`src/rtl/core/wrg_pkg.sv`:
```
// ----------------------------------------------------------------------------
// wrg_pkg
// Shared types and frame type codes for the roam gap monitor.
// ----------------------------------------------------------------------------
`default_nettype none

package wrg_pkg;

  localparam int unsigned ADDR_W = 48;
  localparam int unsigned SEQ_W  = 12;
  localparam int unsigned TIME_W = 63;
  localparam int unsigned CHAN_W = 16;
  localparam int unsigned NUM_W  = 32;
  localparam int unsigned GAP_W  = 64;
  localparam int unsigned MAP_W  = 64;
  localparam int unsigned FTYPE_W = 6;

  // frame type is {fc[3:2], fc[7:4]}
  localparam logic [FTYPE_W-1:0] FTYPE_DATA      = 6'h20;
  localparam logic [FTYPE_W-1:0] FTYPE_QOS_DATA  = 6'h28;
  localparam logic [FTYPE_W-1:0] FTYPE_ACK       = 6'h1d;
  localparam logic [FTYPE_W-1:0] FTYPE_BLOCK_ACK = 6'h19;

  typedef struct packed {
    logic [7:0]        frame_control_low;
    logic [ADDR_W-1:0] receiver_address;
    logic [ADDR_W-1:0] transmitter_address;
    logic [15:0]       sequence_control;
    logic [15:0]       block_ack_start;
    logic [MAP_W-1:0]  block_ack_bitmap;
    logic [TIME_W-1:0] capture_time_us;
    logic [CHAN_W-1:0] channel_mhz;
  } frame_t;

  typedef struct packed {
    logic [ADDR_W-1:0]       old_access_point;
    logic [ADDR_W-1:0]       new_access_point;
    logic [NUM_W-1:0]        old_frame_number;
    logic [NUM_W-1:0]        new_frame_number;
    logic signed [GAP_W-1:0] gap_us;
    logic [CHAN_W-1:0]       old_channel_mhz;
    logic [CHAN_W-1:0]       new_channel_mhz;
  } roam_rec_t;

endpackage

`default_nettype wire

```
`src/rtl/core/wrg_in_reg.sv`:
```
// ----------------------------------------------------------------------------
// wrg_in_reg
// Input register: holds one frame header until the tracker consumes it.
// ----------------------------------------------------------------------------
`default_nettype none

module wrg_in_reg (
  input  wire              clk,
  input  wire              rst,
  input  wire              in_valid,
  output logic             in_ready,
  input  wrg_pkg::frame_t  frame_in,
  input  wire              consume,
  output logic             full,
  output wrg_pkg::frame_t  frame
);

  // a transfer can land in the same cycle the held frame is consumed
  assign in_ready = !full || consume;

  always_ff @(posedge clk) begin
    if (rst) begin
      full <= 1'b0;
    end else if (in_valid && in_ready) begin
      full <= 1'b1;
    end else if (consume) begin
      full <= 1'b0;
    end
  end

  always_ff @(posedge clk) begin
    if (in_valid && in_ready) begin
      frame <= frame_in;
    end
  end

endmodule

`default_nettype wire

```
`src/rtl/core/wrg_track.sv`:
```
// ----------------------------------------------------------------------------
// wrg_track
// Ack tracking state and roam detection, one frame per consume.
// ----------------------------------------------------------------------------
`default_nettype none

module wrg_track #(
  parameter int unsigned BITMAP_BITS = 64
) (
  input  wire                          clk,
  input  wire                          rst,
  input  wire                          cfg_we,
  input  wire [wrg_pkg::ADDR_W-1:0]    cfg_addr,
  input  wire                          consume,
  input  wrg_pkg::frame_t              frame,
  output logic                         rec_valid,
  output wrg_pkg::roam_rec_t           rec
);

  localparam logic [wrg_pkg::SEQ_W-1:0] WINDOW = wrg_pkg::SEQ_W'(BITMAP_BITS);

  logic [wrg_pkg::ADDR_W-1:0] station_address;

  logic                       awaiting_ack;
  logic [wrg_pkg::ADDR_W-1:0] held_transmitter;
  logic [wrg_pkg::ADDR_W-1:0] held_peer;
  logic [wrg_pkg::SEQ_W-1:0]  held_sequence;
  logic [wrg_pkg::TIME_W-1:0] held_time;
  logic [wrg_pkg::CHAN_W-1:0] held_channel;
  logic [wrg_pkg::ADDR_W-1:0] previous_peer;
  logic [wrg_pkg::CHAN_W-1:0] previous_channel;
  logic [wrg_pkg::TIME_W-1:0] previous_time;
  logic [wrg_pkg::NUM_W-1:0]  previous_acked_number;
  logic                       roam_seen;
  logic [wrg_pkg::NUM_W-1:0]  frame_counter;

  logic [wrg_pkg::FTYPE_W-1:0] ftype;
  logic [wrg_pkg::NUM_W-1:0]   count;
  logic [wrg_pkg::SEQ_W-1:0]   offset;
  logic                        acked;
  logic                        peer_change;
  logic                        ra_match;
  logic                        ta_match;
  logic                        capture;

  always_comb begin
    ftype    = {frame.frame_control_low[3:2], frame.frame_control_low[7:4]};
    count    = frame_counter + 1'b1;
    offset   = held_sequence - frame.block_ack_start[15:4];
    ra_match = (frame.receiver_address == station_address);
    ta_match = (frame.transmitter_address == station_address);
    acked    = 1'b0;
    if (frame.receiver_address == held_transmitter) begin
      if (ftype == wrg_pkg::FTYPE_ACK) begin
        acked = 1'b1;
      end else if (ftype == wrg_pkg::FTYPE_BLOCK_ACK && offset < WINDOW) begin
        acked = frame.block_ack_bitmap[offset[5:0]];
      end
    end
    peer_change = (previous_peer != held_peer);
    capture     = !awaiting_ack && (ra_match || ta_match) &&
                  (ftype == wrg_pkg::FTYPE_DATA || ftype == wrg_pkg::FTYPE_QOS_DATA);

    rec_valid = awaiting_ack && acked && peer_change && roam_seen;
    rec.old_access_point = previous_peer;
    rec.new_access_point = held_peer;
    rec.old_frame_number = previous_acked_number - 1'b1;
    rec.new_frame_number = frame_counter;
    rec.gap_us           = {1'b0, held_time} - {1'b0, previous_time};
    rec.old_channel_mhz  = previous_channel;
    rec.new_channel_mhz  = held_channel;
  end

  always_ff @(posedge clk) begin
    if (rst) begin
      station_address <= '0;
    end else if (cfg_we) begin
      station_address <= cfg_addr;
    end
  end

  always_ff @(posedge clk) begin
    if (rst) begin
      awaiting_ack          <= 1'b0;
      roam_seen             <= 1'b0;
      frame_counter         <= '0;
      previous_peer         <= '0;
      previous_channel      <= '0;
      previous_time         <= '0;
      previous_acked_number <= '0;
    end else if (consume) begin
      frame_counter <= count;
      if (awaiting_ack) begin
        awaiting_ack <= 1'b0;
        if (acked) begin
          if (peer_change) begin
            previous_peer <= held_peer;
            roam_seen     <= 1'b1;
          end
          previous_acked_number <= count;
          previous_channel      <= held_channel;
          previous_time         <= held_time;
        end
      end else if (capture) begin
        awaiting_ack <= 1'b1;
      end
    end
  end

  always_ff @(posedge clk) begin
    if (consume && capture) begin
      held_peer        <= ta_match ? frame.receiver_address : frame.transmitter_address;
      held_transmitter <= frame.transmitter_address;
      held_sequence    <= frame.sequence_control[15:4];
      held_time        <= frame.capture_time_us;
      held_channel     <= frame.channel_mhz;
    end
  end

endmodule

`default_nettype wire

```
`src/rtl/core/wrg_out_reg.sv`:
```
// ----------------------------------------------------------------------------
// wrg_out_reg
// Result register for roam records.
// ----------------------------------------------------------------------------
`default_nettype none

module wrg_out_reg (
  input  wire                 clk,
  input  wire                 rst,
  input  wire                 load,
  input  wire                 load_valid,
  input  wrg_pkg::roam_rec_t  rec_in,
  input  wire                 out_ready,
  output logic                out_valid,
  output wrg_pkg::roam_rec_t  rec
);

  always_ff @(posedge clk) begin
    if (rst) begin
      out_valid <= 1'b0;
    end else if (load) begin
      out_valid <= load_valid;
    end else if (out_ready) begin
      out_valid <= 1'b0;
    end
  end

  always_ff @(posedge clk) begin
    if (load && load_valid) begin
      rec <= rec_in;
    end
  end

endmodule

`default_nettype wire

```
`src/rtl/core/wlan_roam_gap_monitor_unit.sv`:
```
// ----------------------------------------------------------------------------
// wlan_roam_gap_monitor_unit
// Roam detector over captured 802.11 frame headers for one station.
// ----------------------------------------------------------------------------
// Usage:
//   cfg channel: station_address is written on a cfg_valid/cfg_ready transfer;
//   cfg_ready is always high. Write only while no frame is in flight.
//   in channel: one frame header per in_valid/in_ready transfer.
//   out channel: one roam record per out_valid/out_ready transfer; most
//   frames give no record.
// Path: the acknowledging frame enters the input register at its transfer;
//   its record is taken into the result register, which raises out_valid,
//   once that register is free or draining.
// Throughput: one frame per cycle while no record stalls; the ack check,
//   bitmap select and gap subtraction sit between input and result registers.
// Stall: while a record waits on out_ready, the input register holds one
//   more frame and then in_ready drops.
// Reset: rst clears the station address, the tracking state and both
//   registers' valid flags; no record is pending afterwards.
// ----------------------------------------------------------------------------
`default_nettype none

module wlan_roam_gap_monitor_unit #(
  parameter int unsigned BITMAP_BITS = 64
) (
  input  wire                clk,
  input  wire                rst,

  input  wire                cfg_valid,
  output logic               cfg_ready,
  input  wire  [47:0]        station_address,

  input  wire                in_valid,
  output logic               in_ready,
  input  wire  [7:0]         frame_control_low,
  input  wire  [47:0]        receiver_address,
  input  wire  [47:0]        transmitter_address,
  input  wire  [15:0]        sequence_control,
  input  wire  [15:0]        block_ack_start,
  input  wire  [63:0]        block_ack_bitmap,
  input  wire  [62:0]        capture_time_us,
  input  wire  [15:0]        channel_mhz,

  output logic               out_valid,
  input  wire                out_ready,
  output logic [47:0]        old_access_point,
  output logic [47:0]        new_access_point,
  output logic [31:0]        old_frame_number,
  output logic [31:0]        new_frame_number,
  output logic signed [63:0] gap_us,
  output logic [15:0]        old_channel_mhz,
  output logic [15:0]        new_channel_mhz
);

  wrg_pkg::frame_t    frame_in;
  wrg_pkg::frame_t    frame;
  wrg_pkg::roam_rec_t rec_next;
  wrg_pkg::roam_rec_t rec;
  logic               in_full;
  logic               consume;
  logic               rec_valid;

  assign cfg_ready = 1'b1;

  assign frame_in.frame_control_low   = frame_control_low;
  assign frame_in.receiver_address    = receiver_address;
  assign frame_in.transmitter_address = transmitter_address;
  assign frame_in.sequence_control    = sequence_control;
  assign frame_in.block_ack_start     = block_ack_start;
  assign frame_in.block_ack_bitmap    = block_ack_bitmap;
  assign frame_in.capture_time_us     = capture_time_us;
  assign frame_in.channel_mhz         = channel_mhz;

  // process the held frame when the result register is free or draining
  assign consume = in_full && (!out_valid || out_ready);

  wrg_in_reg u_in_reg (
    .clk      (clk),
    .rst      (rst),
    .in_valid (in_valid),
    .in_ready (in_ready),
    .frame_in (frame_in),
    .consume  (consume),
    .full     (in_full),
    .frame    (frame)
  );

  wrg_track #(
    .BITMAP_BITS (BITMAP_BITS)
  ) u_track (
    .clk       (clk),
    .rst       (rst),
    .cfg_we    (cfg_valid && cfg_ready),
    .cfg_addr  (station_address),
    .consume   (consume),
    .frame     (frame),
    .rec_valid (rec_valid),
    .rec       (rec_next)
  );

  wrg_out_reg u_out_reg (
    .clk        (clk),
    .rst        (rst),
    .load       (consume),
    .load_valid (rec_valid),
    .rec_in     (rec_next),
    .out_ready  (out_ready),
    .out_valid  (out_valid),
    .rec        (rec)
  );

  assign old_access_point = rec.old_access_point;
  assign new_access_point = rec.new_access_point;
  assign old_frame_number = rec.old_frame_number;
  assign new_frame_number = rec.new_frame_number;
  assign gap_us           = rec.gap_us;
  assign old_channel_mhz  = rec.old_channel_mhz;
  assign new_channel_mhz  = rec.new_channel_mhz;

  // a stalled input side means a frame is held
  a_ready_low_full: assert property (@(posedge clk) disable iff (rst)
    !in_ready |-> in_full)
    else $error("in_ready low with empty input register");

  // a roam record always names two different access points
  a_rec_distinct: assert property (@(posedge clk) disable iff (rst)
    consume && rec_valid |=> out_valid && (old_access_point != new_access_point))
    else $error("roam record with equal access points");

  // a record is never dropped while waiting on the receiver
  a_no_drop: assert property (@(posedge clk) disable iff (rst)
    out_valid && !out_ready |-> !consume)
    else $error("result register overwritten while stalled");

  // a record loaded on a consume carries two distinct frame numbers
  a_rec_numbers: assert property (@(posedge clk) disable iff (rst)
    consume && rec_valid |=> (new_frame_number != old_frame_number))
    else $error("roam record frame numbers collide");

endmodule

`default_nettype wire

```
`config.mk`:
```
export PLATFORM = sky130hd
export DESIGN_NAME = wlan_roam_gap_monitor_unit
export DESIGN_NICKNAME = d
export VERILOG_FILES = /design/src/rtl/core/wrg_pkg.sv /design/src/rtl/core/wrg_in_reg.sv /design/src/rtl/core/wrg_track.sv /design/src/rtl/core/wrg_out_reg.sv /design/src/rtl/core/wlan_roam_gap_monitor_unit.sv
export SDC_FILE = /design/constraint.sdc
export NUM_CORES = 1
export LEC_CHECK = 0
export BUFFER_PORTS_ARGS = -buffer_cell sky130_fd_sc_hd__buf_2
export CAP_MARGIN = 20
export CORE_MARGIN = 3
export CORE_UTILIZATION = 40
export CTS_CLUSTER_SIZE = 20
export DETAILED_ROUTE_END_ITERATION = 10
export HOLD_SLACK_MARGIN = 0.03
export PLACE_DENSITY = 0.67
export SETUP_SLACK_MARGIN = 0.3
export SYNTH_ARGS = -nofsm -noshare
export SYNTH_HDL_FRONTEND = slang
export SYNTH_SLANG_ARGS = --single-unit
```
`constraint.sdc`:
```
create_clock -name clk -period 45.2 [get_ports clk]
set_clock_uncertainty 0.2 [all_clocks]
set_input_delay 4.52 -clock clk [delete_from_list [all_inputs] [get_ports clk]]
set_output_delay 4.52 -clock clk [all_outputs]
set_load 0.01 [all_outputs]
```
Word-level counts from Yosys, hierarchy flattened:

Cells that the tools add are included.

* flip-flop bits (word level): 965
* bits in latches: 0
* RAM bits: 0
* bits in read-only memories: 0
* input bits: 332
* word-level logic and storage cells: 77
* memories kept: 0

* add/sub/neg operators: 4
* $mul: 0
* divide/modulo/power cells: 0
* $lt $le $gt $ge: 2
* eq/ne operators: 8
* shift operators: 0
* muxes and demuxes: 12
* bitwise gates (word level): 0
* reductions and logical operators: 21

Operator list (number)
* == test 48 bit: 3
* subtractor 63 x 63 -> 64 bit: 1
* two-way mux 48 bit: 1
* inequality test 48 bit: 1
* adder 32 x 1 -> 32 bit, second input constant: 1
* subtractor 32 x 1 -> 32 bit, second input constant: 1
* == test 6 x 5 -> 1 bit, second input constant: 2
* == test 6 bit, second input constant: 2
* < comparator 12 x 7 -> 1 bit, second input constant: 1
* subtractor 12 bit: 1
* logical AND 1 bit: 10
* two-way mux 1 bit: 10
* < comparator 6 x 7 -> 1 bit, second input constant: 1
* binary-select mux 1 bit (select 6 bit): 1
* logical OR 1 bit: 4
* AND reduction 4 bit: 1
* nonzero test 2 bit: 2
* logical NOT 1 bit: 3
* AND reduction 3 bit: 1

Depth between registers and ports, before layout:

* depth in word-level cells: 10
* mapped depth: 15
* gate-level depth less buffers: 13

Modules after synthesis:

From an unflattened synthesis, not the netlist that was laid out.

* cell total of the unflattened synthesis: 2970
* area, all modules: 39754.4 um^2

Modules (own cells, without submodules)
* wrg_track: times used 1, cells an instance 2421, area an instance 23570.1 um^2, seq. area each 10440.0 um^2
* wrg_in_reg: times used 1, cells an instance 284, area an instance 8433.1 um^2, seq. area each 8398.1 um^2
* wrg_out_reg: times used 1, cells an instance 261, area an instance 7728.7 um^2, seq. area each 7707.4 um^2
* wlan_roam_gap_monitor_unit: times used 1, cells an instance 4, area an instance 22.5 um^2, seq. area each 0.0 um^2

Least setup slack after synthesis:

Ideal clock, no wire load.

* path kind: in2reg
* start point: input out_ready
* end point: register u_out_reg.rec[0] (netlist name)
* arrival: 29237 ps
* slack: 14265 ps
* stages: 6
* path buffers: 1
* cell sequence: nand2b_1 nand2_1 clkbuf_1 nor4_1 nand4_1 nor4_1

* word-level cells in the longest chain between the ends: 3

RTL lines
* start: declaration: line wlan_roam_gap_monitor_unit.sv:45 `input wire out_ready,`
* logical OR 1 bit: line wlan_roam_gap_monitor_unit.sv:75 `assign consume = in_full && (!out_valid || out_ready);`
* logical AND 1 bit: line wlan_roam_gap_monitor_unit.sv:75
* logical AND 1 bit: line wrg_out_reg.sv:29 `if (load && load_valid) begin`

No other way between the ends.
A chain may end at the register's enable or synchronous reset.

Final worst setup path:

* start point: input out_ready
* end point: output in_ready

* word-level cells in the longest chain between the ends: 3

RTL lines
* logical OR 1 bit: line wlan_roam_gap_monitor_unit.sv:75
* logical AND 1 bit: line wlan_roam_gap_monitor_unit.sv:75
* logical OR 1 bit: line wrg_in_reg.sv:19 `assign in_ready = !full || consume;`
* end: declaration: line wlan_roam_gap_monitor_unit.sv:34 `output logic in_ready,`

No other way between the ends.

==> impl_metrics.toml <==
[cells_and_area]
drive_gt1_share_pct = 24.0
regArea_mm2 = 0.0262
fin_nets = 3965
area_delta_synth_final_pct = 19.2
layout_common_cells = "edfxtp_1, buf_2, nand2b_1"
multiInputGateArea_mm2 = 0.0132
stdcell_area_mm2 = 0.0481
stdcell_count = 4938
layout_commonest_cell = "edfxtp_1"
utilization_pct = 48.5
fill_cells = 8686

[logic_synthesis]
ys_seq_area_share_pct = 65.1
synth_nets = 3376
synthFlopType = "edfxtp_1"
yosysWarnings = 0
synth_cell_types = 66
synth_seq_cells = 955
netlist_area_mm2 = 0.0403
syn_area_per_cell_um2 = 13.6
synth_edf_count = 712
postSynth.asyncResetShare_pct = 0
syn_inst = 2966

[timing]
setup_slack_ns = 35.40
hold_ws_ns = 0.206
slew_viol_final = 0
grt_setup_unrepaired = "no"
finalSetupViolCount = 0
hold_violations = 0
min_period_over_period_pct = 21.7
setup_tns_ns = 0
clock.fmax_mhz = 102
min_period_ns = 9.81
relSlewSlack_pct = 16.4
worstMarginPinSlew_ns = 1.25

[cts]
postCtsSetupRepairBufs = 0
cts.repair.resized = 0
cts_made_buffers = 103
clkTransAtPathRegs_ns = 0.06
clk_latency_ns = 0.70
clockBufferDepth = 3
cts_tree = "yes"
cts_hold_buf = 0
cts.sinks = 955
htree_levels = 3
clk_root_buffer_cell = "clkbuf_16"

[global_routing]
grt_antenna_before_repair = 19
grt_overflow = 0
grt_usage_pct = 19.6
grt_pass1_vias = 24300
grt_pass1_wl_um = 153000
grt_max_degree = 242

[worst_setup_path]
worstPathRequired_ns = 40.48
crit_arrival_ns = 5.08
critPathLaunchType = "input pin"
critPathMaxFanout = 2
path_class = "in2out"
setup.worst_path.end_class = "primary output"

[routing]
drt_pass1_iterations = 5
ant_nets = 0
totalWireLength_um = 105000
via_per_inst = 5.03
routedWlPerCell_um = 21.2
drc = 0
drt_iter0_markers = 1754
vias = 24900

[place]
dp.final_hpwl_um = 76100
gp_congestion = 0.887
io_buffers = 579
place_area_mm2 = 0.0446
dp.cells = 4736
dp_slack_ns = 35.37

[job]
drv_cap = 0

[die]
core.rowCount = 115
start_util_pct = 40.7
die_w_um = 324
core_area_mm2 = 0.0991
die_area_mm2 = 0.105
die_y_um = 324
boundaryPins = 591

[pwr]
irDropWorstVdd_v = 0.0000355
p_total_mw = 1.91
power.leakage_nw = 18.0
p_per_area_mw_per_mm2 = 39.7

[min_path]
min_path_type = "reg2reg"

[outcome]
status = "finished, final reports clean"
where the power goes:
| part | leakage, nW | switching (mW) | internal (mW) | total, mW |
|---|---|---|---|---|
| clock network | 1.68 | 0.362 | 0.490 | 0.852 |
| logic | 7.49 | 0.0414 | 0.0370 | 0.0783 |
| registers | 8.81 | 0.0165 | 0.964 | 0.980 |
| total | 18.0 | 0.420 | 1.49 | 1.91 |
final timing paths:
| path | from | to | slack [ns] | cells past startpoint |
|---|---|---|---|---|
| worst max-delay path | out_ready | in_ready | 35.40 | 4 |
| worst min-delay path | u_in_reg.frame[51] | u_track.held_time[35] | 0.21 | 0 |
| worst max register to register | u_track.held_sequence[0] | u_track.previous_channel[11] | 39.22 | 14 |
| worst min register to register | u_in_reg.frame[51] | u_track.held_time[35] | 0.21 | 0 |
per-layer routing:
layer / part of all wire (%) / vias up / track usage, %
li1: - / 11900 / -
met1: 43 / 12000 / 25.8
met2: 47 / 845 / 32.1
met3: 7.0 / 175 / 4.99
met4: 3.2 / 6 / 6.04
met5: 0.039 / - / 0
registers in the layout (all words and copies together) (netlist names):
| signal | flops |
|---|---|
| u_track.awaiting_ack | 1 |
| u_track.previous_channel | 16 |
| u_track.previous_acked_number | 32 |
| u_track.held_time | 63 |
| u_in_reg.frame | 269 |
| u_in_reg.full | 1 |
| u_track.held_peer | 48 |
| u_out_reg.rec | 256 |
| u_track.roam_seen | 1 |
| u_out_reg.out_valid | 1 |
| u_track.frame_counter | 32 |
| u_track.previous_time | 63 |
| u_track.held_transmitter | 48 |
| u_track.held_sequence | 12 |
| u_track.station_address | 48 |
| u_track.previous_peer | 48 |
| u_track.held_channel | 16 |
cells in the mapped netlist, types with 15 or more instances:
cell type	number	area (um2)
edfxtp_1	712	21400
nand2b_1	281	1760
dfxtp_1	243	4860
mux2i_1	182	1820
xor2_1	170	1490
nor2_1	169	634
xnor2_1	161	1410
inv_1	113	424
nand2_1	103	387
a21oi_1	93	465
clkbuf_1	84	315
ha_1	76	951
mux2_2	69	777
o21ai_0	51	255
nand4_1	49	307
nor4_1	44	275
a21o_1	39	293
nor2b_1	37	231
nor3_1	33	165
nand3_1	31	155
mux4_2	18	405
and3_1	17	106
buf_2	17	85.1
or3_1	15	93.8
logic make-up (layout without fill, tap and decap cells):
kind of cell	after synthesis	in the layout	share of synthesized area, %
xor gates and xnor gates	331	331	7.19
adders and majority gates	78	78	2.46
buffers and inverters	228	908	2.23
DFF	955	955	65.1
AOI/OAI and AO/OA	285	285	4.52
muxes	276	276	7.71
and+or+nand+nor	812	812	10.8
other	1	6	0.00930
worst max-delay path, cell delays in order:
cell and delay [ns]:
buf_2 0.12, nor2b_1 0.14, nand2_1 0.13, buf_2 0.17
layout make-up:
class,instances,share of cell area (%)
antenna,5,0.0260
inverter,113,0.882
multi-input combinational,1783,27.5
tap,1287,3.35
timing repair buffer,599,6.43
clock buffer,131,5.73
sequential,955,54.6
clock inverter,65,1.49
No activity file was read; power rests on OpenSTA's default activity.
